### src/hw/rtl/linear_interp_resampler_macros.svh
// Assertion macros for the linear interpolation resampler.
// Used by the top level only; no dependencies.
`ifndef LINEAR_INTERP_RESAMPLER_MACROS_SVH
`define LINEAR_INTERP_RESAMPLER_MACROS_SVH

// Consequent must hold in the same cycle as the antecedent.
`define LIR_ASSERT_NOW(label, clk, rst, ante, cons, msg) \
   label: assert property (@(posedge clk) disable iff (rst) (ante) |-> (cons)) \
      else $error(msg);

// Consequent must hold in the cycle after the antecedent.
`define LIR_ASSERT_NEXT(label, clk, rst, ante, cons, msg) \
   label: assert property (@(posedge clk) disable iff (rst) (ante) |=> (cons)) \
      else $error(msg);

`endif

### src/hw/rtl/lir_pkg.sv
// Shared types, constants and the microcode table of the resampler.
// No dependencies; imported by every module of the block.
package lir_pkg;

   // default configuration
   localparam int LIR_MAX_RATIO   = 16;
   localparam int LIR_SAMPLE_BITS = 24;
   localparam int LIR_FRAC_BITS   = 16;

   // run index port is fixed at 4 bits
   localparam int IDX_BITS = 4;

   // register map
   localparam int CSR_INDEX_BITS = 2;
   localparam logic [CSR_INDEX_BITS-1:0] REG_RATE        = 2'd0;
   localparam logic [CSR_INDEX_BITS-1:0] REG_INV_RATE    = 2'd1;
   localparam logic [CSR_INDEX_BITS-1:0] REG_START_PHASE = 2'd2;

   // microprogram steps
   localparam int STEP_BITS = 2;
   localparam logic [STEP_BITS-1:0] STEP_WAIT = 2'd0;
   localparam logic [STEP_BITS-1:0] STEP_COEF = 2'd1;
   localparam logic [STEP_BITS-1:0] STEP_MUL  = 2'd2;
   localparam logic [STEP_BITS-1:0] STEP_EMIT = 2'd3;

   // jump conditions
   localparam logic [1:0] COND_NONE     = 2'd0;
   localparam logic [1:0] COND_ALWAYS   = 2'd1;
   localparam logic [1:0] COND_CNT_ZERO = 2'd2;
   localparam logic [1:0] COND_MORE     = 2'd3;

   // one control word
   typedef struct packed {
      logic                 accept;     // take an input word
      logic                 mul_init;   // product <= (1 - phase) * inv_rate
      logic                 mul_lerp;   // product <= diff * coef
      logic                 coef_init;  // coef <= sat(product >> F)
      logic                 emit;       // load output word, step coef
      logic [1:0]           cond;       // jump condition
      logic [STEP_BITS-1:0] target;     // jump target
   } lir_ctrl_type;

   // datapath status seen by the sequencer
   typedef struct packed {
      logic req_valid;
      logic out_busy;
      logic count_zero;
      logic run_last;
   } lir_flags_type;

   // microcode ROM
   function automatic lir_ctrl_type lir_ucode(input logic [STEP_BITS-1:0] step);
      lir_ctrl_type cw;
      cw = '0;
      case (step)
         STEP_WAIT: begin
            cw.accept   = 1'b1;
            cw.mul_init = 1'b1;
            cw.cond     = COND_NONE;
         end
         STEP_COEF: begin
            cw.coef_init = 1'b1;
            cw.cond      = COND_CNT_ZERO;
            cw.target    = STEP_WAIT;
         end
         STEP_MUL: begin
            cw.mul_lerp = 1'b1;
            cw.cond     = COND_NONE;
         end
         STEP_EMIT: begin
            cw.emit   = 1'b1;
            cw.cond   = COND_MORE;
            cw.target = STEP_MUL;
         end
         default: begin
            cw = '0;
         end
      endcase
      return cw;
   endfunction

endpackage

### src/hw/rtl/lir_sequencer.sv
// Microcode sequencer: step counter, ROM lookup and conditional jumps.
// Depends on lir_pkg.
module lir_sequencer import lir_pkg::*; (
   input  logic          clock,
   input  logic          reset,
   input  lir_flags_type flags,
   output lir_ctrl_type  ctrl
);

   logic [STEP_BITS-1:0] pc_ff, pc_in;
   logic                 hold;
   logic                 take;

   assign ctrl = lir_ucode(pc_ff);

   // next step: stall, jump or fall through (wraps to the wait step)
   always_comb begin
      hold = (ctrl.accept & ~flags.req_valid) | (ctrl.emit & flags.out_busy);
      case (ctrl.cond)
         COND_NONE:     take = 1'b0;
         COND_ALWAYS:   take = 1'b1;
         COND_CNT_ZERO: take = flags.count_zero;
         COND_MORE:     take = ~flags.run_last;
         default:       take = 1'b0;
      endcase
      if (hold) begin
         pc_in = pc_ff;
      end else if (take) begin
         pc_in = ctrl.target;
      end else begin
         pc_in = pc_ff + 1'b1;
      end
   end

   always_ff @(posedge clock) begin
      if (reset) begin
         pc_ff <= STEP_WAIT;
      end else begin
         pc_ff <= pc_in;
      end
   end

endmodule

### src/hw/rtl/lir_datapath.sv
// Resampler datapath: sample history, phase, shared multiplier, coefficient
// and output register. Driven by lir_sequencer control words; uses lir_pkg.
module lir_datapath import lir_pkg::*; #(
   parameter int MAX_RATIO   = LIR_MAX_RATIO,
   parameter int SAMPLE_BITS = LIR_SAMPLE_BITS,
   parameter int FRAC_BITS   = LIR_FRAC_BITS
) (
   input  logic                          clock,
   input  logic                          reset,
   input  lir_ctrl_type                  ctrl,
   input  logic [FRAC_BITS+4:0]          rate,
   input  logic [FRAC_BITS+8:0]          inv_rate,
   input  logic                          phase_load,
   input  logic [FRAC_BITS-1:0]          phase_value,
   input  logic                          req_valid,
   input  logic signed [SAMPLE_BITS-1:0] req_in_sample,
   input  logic                          rsp_ready,
   output lir_flags_type                 flags,
   output logic                          rsp_valid,
   output logic signed [SAMPLE_BITS-1:0] rsp_out_sample,
   output logic [IDX_BITS-1:0]           rsp_run_index,
   output logic                          rsp_last
);

   localparam int MA = (SAMPLE_BITS + 1 > FRAC_BITS + 2) ? SAMPLE_BITS + 1 : FRAC_BITS + 2;
   localparam int MB = FRAC_BITS + 10;
   localparam int PW = MA + MB;
   localparam int CW = $clog2(MAX_RATIO + 1);
   localparam int SW = FRAC_BITS + 6;
   localparam logic [FRAC_BITS:0] ONE_Q = {1'b1, {FRAC_BITS{1'b0}}};

   logic signed [SAMPLE_BITS-1:0] newest_ff, prev_ff;
   logic signed [SAMPLE_BITS:0]   diff_ff, diff_in;
   logic [FRAC_BITS-1:0]          phase_ff;
   logic [CW-1:0]                 count_ff, count_in;
   logic [CW-1:0]                 k_ff;
   logic [FRAC_BITS:0]            coef_ff;
   logic signed [PW-1:0]          prod_ff, prod_in;
   logic                          rsp_valid_ff;
   logic signed [SAMPLE_BITS-1:0] out_ff, out_in;
   logic [IDX_BITS-1:0]           idx_ff;
   logic                          last_ff;

   logic [SW-1:0]          sum;
   logic [5:0]             count_raw;
   logic [FRAC_BITS:0]     one_minus_phase;
   logic signed [MA-1:0]   mul_a;
   logic signed [MB-1:0]   mul_b;
   logic [PW-FRAC_BITS-1:0] coef_hi;
   logic [FRAC_BITS+9:0]   coef_sum;
   logic signed [PW-1:0]   lerp_sh;
   logic                   accept_fire;
   logic                   emit_fire;
   logic                   out_busy;
   logic                   run_last;

   // handshake terms
   assign out_busy    = rsp_valid_ff & ~rsp_ready;
   assign accept_fire = ctrl.accept & req_valid;
   assign emit_fire   = ctrl.emit & ~out_busy;
   assign run_last    = (k_ff + 1'b1) == count_ff;

   assign flags.req_valid  = req_valid;
   assign flags.out_busy   = out_busy;
   assign flags.count_zero = (count_ff == '0);
   assign flags.run_last   = run_last;

   // phase advance and saturated run length
   always_comb begin
      sum       = SW'(phase_ff) + SW'(rate);
      count_raw = sum[SW-1:FRAC_BITS];
      if (7'(count_raw) > 7'(MAX_RATIO)) begin
         count_in = CW'(MAX_RATIO);
      end else begin
         count_in = CW'(count_raw);
      end
      diff_in = (SAMPLE_BITS+1)'(req_in_sample) - (SAMPLE_BITS+1)'(newest_ff);
   end

   // shared multiplier operand select
   always_comb begin
      one_minus_phase = ONE_Q - {1'b0, phase_ff};
      if (ctrl.mul_lerp) begin
         mul_a = MA'(diff_ff);
         mul_b = MB'(signed'({1'b0, coef_ff}));
      end else begin
         mul_a = MA'(signed'({1'b0, one_minus_phase}));
         mul_b = signed'({1'b0, inv_rate});
      end
      prod_in = PW'(mul_a) * PW'(mul_b);
   end

   // coefficient terms and interpolated sample
   always_comb begin
      coef_hi  = prod_ff[PW-1:FRAC_BITS];
      coef_sum = (FRAC_BITS+10)'(coef_ff) + (FRAC_BITS+10)'(inv_rate);
      lerp_sh  = prod_ff >>> FRAC_BITS;
      // result lies between prev and newest, so modulo arithmetic is exact
      out_in   = prev_ff + signed'(lerp_sh[SAMPLE_BITS-1:0]);
   end

   // sample history and phase
   always_ff @(posedge clock) begin
      if (reset) begin
         newest_ff <= '0;
         prev_ff   <= '0;
         phase_ff  <= '0;
         count_ff  <= '0;
      end else begin
         if (phase_load) begin
            phase_ff <= phase_value;
         end else if (accept_fire) begin
            phase_ff <= sum[FRAC_BITS-1:0];
         end
         if (accept_fire) begin
            newest_ff <= req_in_sample;
            prev_ff   <= newest_ff;
            count_ff  <= count_in;
         end
      end
   end

   // payload registers
   always_ff @(posedge clock) begin
      if (accept_fire) begin
         diff_ff <= diff_in;
      end
      if (ctrl.mul_init | ctrl.mul_lerp) begin
         prod_ff <= prod_in;
      end
      if (ctrl.coef_init) begin
         if (coef_hi > (PW-FRAC_BITS)'(ONE_Q)) begin
            coef_ff <= ONE_Q;
         end else begin
            coef_ff <= coef_hi[FRAC_BITS:0];
         end
      end else if (emit_fire) begin
         if (coef_sum > (FRAC_BITS+10)'(ONE_Q)) begin
            coef_ff <= ONE_Q;
         end else begin
            coef_ff <= coef_sum[FRAC_BITS:0];
         end
      end
      if (emit_fire) begin
         out_ff  <= out_in;
         idx_ff  <= IDX_BITS'(k_ff);
         last_ff <= run_last;
      end
   end

   // run position counter
   always_ff @(posedge clock) begin
      if (reset) begin
         k_ff <= '0;
      end else if (accept_fire) begin
         k_ff <= '0;
      end else if (emit_fire) begin
         k_ff <= k_ff + 1'b1;
      end
   end

   // output word valid
   always_ff @(posedge clock) begin
      if (reset) begin
         rsp_valid_ff <= 1'b0;
      end else if (emit_fire) begin
         rsp_valid_ff <= 1'b1;
      end else if (rsp_ready) begin
         rsp_valid_ff <= 1'b0;
      end
   end

   assign rsp_valid      = rsp_valid_ff;
   assign rsp_out_sample = out_ff;
   assign rsp_run_index  = idx_ff;
   assign rsp_last       = last_ff;

endmodule

### src/hw/rtl/linear_interp_resampler.sv
// Linear interpolation sample rate converter, top level.
// Holds the configuration registers and joins lir_sequencer and lir_datapath.
// Depends on lir_pkg and linear_interp_resampler_macros.svh.
//
// Usage:
//   req_*  : one input sample word per handshake (valid/ready).
//   rsp_*  : interpolated output words; run_index counts within the run of
//            one input, last marks its final word. A run may be empty.
//   csr_*  : register writes (index 0 rate, 1 inv_rate, 2 start_phase);
//            csr_ready is always high. Write only while the block is idle.
//            A start_phase write loads the phase at once.
// Timing: an input taking n outputs (n up to MAX_RATIO) passes the wait and
//   coefficient steps, then a multiply and an emit step per output; the single
//   shared multiplier runs once per output and once for the first coefficient.
//   Each output word is registered at its emit step.
// Stalls: an output word sits in a register; the sequencer waits at the
//   emit step while that register is still full and not being taken.
// Reset: rate and inv_rate = 1.0, phase and sample history = 0, no output
//   pending; the block is ready for input as soon as reset is released.
`include "linear_interp_resampler_macros.svh"

module linear_interp_resampler import lir_pkg::*; #(
   parameter int MAX_RATIO   = LIR_MAX_RATIO,
   parameter int SAMPLE_BITS = LIR_SAMPLE_BITS,
   parameter int FRAC_BITS   = LIR_FRAC_BITS
) (
   input  logic                          clock,
   input  logic                          reset,
   input  logic                          req_valid,
   output logic                          req_ready,
   input  logic signed [SAMPLE_BITS-1:0] req_in_sample,
   output logic                          rsp_valid,
   input  logic                          rsp_ready,
   output logic signed [SAMPLE_BITS-1:0] rsp_out_sample,
   output logic [IDX_BITS-1:0]           rsp_run_index,
   output logic                          rsp_last,
   input  logic                          csr_valid,
   output logic                          csr_ready,
   input  logic [CSR_INDEX_BITS-1:0]     csr_index,
   input  logic [FRAC_BITS+8:0]          csr_wdata
);

   localparam int RATE_W = FRAC_BITS + 5;
   localparam int INV_W  = FRAC_BITS + 9;

   logic [RATE_W-1:0]    rate_ff;
   logic [INV_W-1:0]     inv_rate_ff;
   logic                 csr_fire;
   logic                 phase_load;
   lir_ctrl_type         ctrl;
   lir_flags_type        flags;

   // configuration write decode
   assign csr_ready  = 1'b1;
   assign csr_fire   = csr_valid & csr_ready;
   assign phase_load = csr_fire & (csr_index == REG_START_PHASE);

   always_ff @(posedge clock) begin
      if (reset) begin
         rate_ff     <= RATE_W'(1) << FRAC_BITS;
         inv_rate_ff <= INV_W'(1) << FRAC_BITS;
      end else if (csr_fire) begin
         case (csr_index)
            REG_RATE:     rate_ff     <= csr_wdata[RATE_W-1:0];
            REG_INV_RATE: inv_rate_ff <= csr_wdata[INV_W-1:0];
            default: begin
            end
         endcase
      end
   end

   assign req_ready = ctrl.accept;

   lir_sequencer u_seq (
      .clock (clock),
      .reset (reset),
      .flags (flags),
      .ctrl  (ctrl)
   );

   lir_datapath #(
      .MAX_RATIO   (MAX_RATIO),
      .SAMPLE_BITS (SAMPLE_BITS),
      .FRAC_BITS   (FRAC_BITS)
   ) u_dp (
      .clock          (clock),
      .reset          (reset),
      .ctrl           (ctrl),
      .rate           (rate_ff),
      .inv_rate       (inv_rate_ff),
      .phase_load     (phase_load),
      .phase_value    (csr_wdata[FRAC_BITS-1:0]),
      .req_valid      (req_valid),
      .req_in_sample  (req_in_sample),
      .rsp_ready      (rsp_ready),
      .flags          (flags),
      .rsp_valid      (rsp_valid),
      .rsp_out_sample (rsp_out_sample),
      .rsp_run_index  (rsp_run_index),
      .rsp_last       (rsp_last)
   );

   // sequencing checks
   `LIR_ASSERT_NEXT(a_accept_then_coef, clock, reset, req_valid && req_ready, ctrl.coef_init, "accepted word not followed by coefficient step")
   `LIR_ASSERT_NEXT(a_empty_run_returns, clock, reset, ctrl.coef_init && flags.count_zero, ctrl.accept, "empty run did not return to wait")
   `LIR_ASSERT_NEXT(a_emit_gives_valid, clock, reset, ctrl.emit && !flags.out_busy, rsp_valid, "emitted word not presented")
   `LIR_ASSERT_NEXT(a_last_returns, clock, reset, ctrl.emit && !flags.out_busy && flags.run_last, ctrl.accept, "final word of run did not return to wait")

endmodule
### config.mk
export PLATFORM = sky130hd
export DESIGN_NAME = linear_interp_resampler
export DESIGN_NICKNAME = d
export VERILOG_FILES = /design/src/hw/rtl/lir_pkg.sv /design/src/hw/rtl/lir_sequencer.sv /design/src/hw/rtl/lir_datapath.sv /design/src/hw/rtl/linear_interp_resampler.sv
export VERILOG_INCLUDE_DIRS = /design/src /design/src/hw/rtl
export SDC_FILE = /design/constraint.sdc
export NUM_CORES = 2
export LEC_CHECK = 0
export ABC_CLOCK_PERIOD_IN_PS = 12700
export BUFFER_PORTS_ARGS = -buffer_cell sky130_fd_sc_hd__buf_4
export CORE_MARGIN = 4
export CORE_UTILIZATION = 25
export DETAILED_ROUTE_END_ITERATION = 12
export PLACE_DENSITY_LB_ADDON = 0.08
export SLEW_MARGIN = 20
export SYNTH_ARGS = -nofsm -noshare
export SYNTH_HDL_FRONTEND = slang
export SYNTH_SLANG_ARGS = --single-unit
### constraint.sdc
create_clock -name clock -period 12.7 [get_ports clock]
set_clock_uncertainty 0.1 [all_clocks]
set_input_delay 2.54 -clock clock [delete_from_list [all_inputs] [get_ports clock]]
set_output_delay 2.54 -clock clock [all_outputs]
set_load 0.02 [all_outputs]
==> flow_summary.yaml <==
synth:
  ys_warn_count: 0
  synthFlopType: "sky130_fd_sc_hd__dfxtp_1"
  synth_sequential_area_ratio_pct: 17.5
  ys_top_cells_by_area: "sky130_fd_sc_hd__fa_1 (33%), sky130_fd_sc_hd__ha_1 (11%), sky130_fd_sc_hd__edfxtp_1 (9.9%)"
  netlist.top_cell.by_area: "sky130_fd_sc_hd__fa_1"
  postSynthRegisterBits: 229
  synth_cell_type_count: 70
  syn-cell-area_sq_mm: 0.0322
  postSynth.asyncResetShare_pct: 0
  syn-mean-instance-area_sq_um: 8.96
  share_of_the_synthesized_area_in_the_top_cell_type_pct: 32.9
  synth_enable_flop_cells: 106
  syn-instance-count: 3595
routing:
  met2_layer_wire_length_in_the_routed_design_mm: 57.2
  firstDrtPassIters: 7
  top_signal_layer_used: "met4"
  postRouteAntennaNets: 0
  vias: 24200
  route.detailed.vias_per_inst: 4.52
  dr_wl_met3_mm: 3.37
  post_drt_wl_per_cell_microns: 21.7
  wirelength_mm: 116
  drc_errors: 0
  met1_wire_length_mm: 53.9
  first_iter_violations: 1400
timing:
  grt_setup_unrepaired: "false"
  timing.final.max_slew_violations: 0
  fmax_mhz: 98.2
  timing_worst_slew_pin_value_ps: 1140
  min_period_ps: 10180
  setup_viol: 0
  final_hold_viol_count: 0
  setup_tns_ps: 0
  post-route-period-util_pct: 80.2
  max-slew-margin-rel_pct: 22.6
  hold_ws_ps: 355
floorplan:
  chipWidth_microns: 367
  core_area_sq_mm: 0.128
  die-height_microns: 367
  initial_standard_cell_utilization_of_the_core_pct: 25.2
  design.die.area_sq_mm: 0.135
  rows: 131
  floorplan.io_pins: 88
global_route:
  initial_antenna_violation_count: 5
  vias_in_the_first_global_route: 26400
  grt_start_max_net_pins: 107
  grt.overflow.total: 0
  grt_pass1_wl_mm: 176
  groute.usage.overall_pct: 17.3
cells_and_area:
  most_frequent_standard_cell_in_the_layout_excluding_fill_and_tap_cells: "sky130_fd_sc_hd__inv_1"
  fin_area_sq_mm: 0.0361
  area_delta_synth_final_pct: 12.1
  most-common-layout-cells: "sky130_fd_sc_hd__inv_1 (646), sky130_fd_sc_hd__fa_1 (529), sky130_fd_sc_hd__nand2_1 (475), sky130_fd_sc_hd__nor2_1 (317), sky130_fd_sc_hd__ha_1 (293)"
  final_util_pct: 28.3
  layout-drive-gt1-share_pct: 6.27
  finalNetCount: 4557
clock_network:
  ctsLongestPathBuffers: 3
  cts_hold_repair.buffers: 0
  cts_sinks: 229
  cts_setup_buffers: 0
  cts-htree-levels: 1
  inserted_clock_buffers: 30
  clk_latency_ps: 600
  clk_transition_reported_paths_ps: 60
  cts_tree: "built"
  clock-root-buffer: "sky130_fd_sc_hd__clkbuf_16"
  cts_resized: 0
setup_path:
  worstPathMaxFanout: 12
  critPathSlowestCell: "sky130_fd_sc_hd__a21oi_1"
  required_ps: 12920
  arrival_ps: 10410
  path_class: "register to register"
  worst_setup_path_end_kind: "register"
  worst_setup_path_start_kind: "register"
  crit_path_max_incr_delay_ps: 690
place:
  globalplace.congestion: 0.821
  instance_area_at_placement_sq_mm: 0.0351
  port-buffer-count: 86
  dp_hpwl_mm: 93.2
flow_run:
  drv.max_cap_violation_count: 0
worst_hold_path:
  hold_path_class: "register to register"
run_status:
  status: "finished, final reports clean"
## per-layer routing
layer | up-vias | track usage (%)
li1 | 11400 | -
met1 | 12400 | 23.7
met2 | 372 | 30.6
met3 | 81 | 1.21
met4 | 0 | 2.83
met5 | - | 0
## worst max-delay path, delay by kind of cell (launching register included)
family | cells | cell delay, ps
fa+ha+maj | 9 | 4100
xor+xnor | 2 | 600
buf+inv | 8 | 790
compound gates | 5 | 1820
flops | 1 | 450
simple gates | 8 | 2030
## final timing paths
path	startpoint	to	slack [ps]	cells past startpoint
hold / removal	inv_rate_ff[21]$_SDFFE_PP0P_	inv_rate_ff[21]$_SDFFE_PP0P_	350	2
hold reg to reg	inv_rate_ff[21]$_SDFFE_PP0P_	inv_rate_ff[21]$_SDFFE_PP0P_	350	2
setup reg to reg	u_dp.phase_ff[0]$_SDFFE_PP0P_	u_dp.prod_ff[48]$_DFFE_PP_	2520	32
setup / recovery	u_dp.phase_ff[0]$_SDFFE_PP0P_	u_dp.prod_ff[48]$_DFFE_PP_	2520	32
## Yosys cell counts (10+ instances only)
library cell,instances
sky130_fd_sc_hd__a211oi_1,17
sky130_fd_sc_hd__a21o_1,47
sky130_fd_sc_hd__a21oi_1,208
sky130_fd_sc_hd__a22o_1,15
sky130_fd_sc_hd__a311oi_1,11
sky130_fd_sc_hd__a31oi_1,10
sky130_fd_sc_hd__and2_1,79
sky130_fd_sc_hd__and3_1,65
sky130_fd_sc_hd__clkbuf_1,131
sky130_fd_sc_hd__dfxtp_1,123
sky130_fd_sc_hd__edfxtp_1,106
sky130_fd_sc_hd__fa_1,529
sky130_fd_sc_hd__ha_1,294
sky130_fd_sc_hd__inv_1,647
sky130_fd_sc_hd__mux2_2,11
sky130_fd_sc_hd__mux2i_1,18
sky130_fd_sc_hd__nand2_1,476
sky130_fd_sc_hd__nand2b_1,36
sky130_fd_sc_hd__nand3_1,36
sky130_fd_sc_hd__nand4_1,11
sky130_fd_sc_hd__nor2_1,317
sky130_fd_sc_hd__nor2b_1,20
sky130_fd_sc_hd__nor3_1,34
sky130_fd_sc_hd__nor4_1,17
sky130_fd_sc_hd__o211ai_1,12
sky130_fd_sc_hd__o21a_1,19
sky130_fd_sc_hd__o21ai_0,57
sky130_fd_sc_hd__o21ai_1,10
sky130_fd_sc_hd__or2_2,12
sky130_fd_sc_hd__or3_1,12
sky130_fd_sc_hd__xnor2_1,92
sky130_fd_sc_hd__xor2_1,39
## final cells by class
type / count / area, sq um
Fill cell: 13800 / 91700
Multi-Input combinational cell: 2633 / 23900
Sequential cell: 229 / 5650
Inverter: 647 / 2430
Tap cell: 1662 / 2080
Timing Repair Buffer: 137 / 1050
Clock buffer: 44 / 916
Clock inverter: 12 / 80.1
Antenna cell: 2 / 5.00
## kinds of logic after synthesis
group / after synthesis / share of synthesized area (%)
flops: 229 / 17.5
fa+ha+maj: 823 / 44.3
xor+xnor: 131 / 3.56
other cells: 2 / 0.0233
compound gates: 454 / 8.65
buf+inv: 788 / 9.22
simple gates: 1139 / 15.8
mux: 29 / 0.943
## metrics by stage
| stage | worst slack, ps | std cells |
|---|---|---|
| 3_5_place_dp | 2540 | 5307 |
| 4_1_cts | 2410 | 5363 |
| 3_3_place_gp | 2530 | 5307 |
| 5_1_grt | 1980 | 5364 |
| 6_report | 2520 | 5366 |
| 2_1_floorplan | 4120 | 3650 |
## sequential cells by signal (all words and copies together), names as in the netlist
signal,count
u_dp.diff_ff,25
u_seq.pc_ff,2
u_dp.phase_ff,16
u_dp.prev_ff,24
u_dp.rsp_valid,1
rate_ff,21
u_dp.coef_ff,17
u_dp.rsp_out_sample,24
u_dp.k_ff,5
u_dp.rsp_last,1
u_dp.count_ff,5
u_dp.rsp_run_index,4
u_dp.prod_ff,35
inv_rate_ff,25
u_dp.newest_ff,24
Power is not shown: default switching activity piles up to over one toggle a cycle in this logic, so the estimate is an artifact.
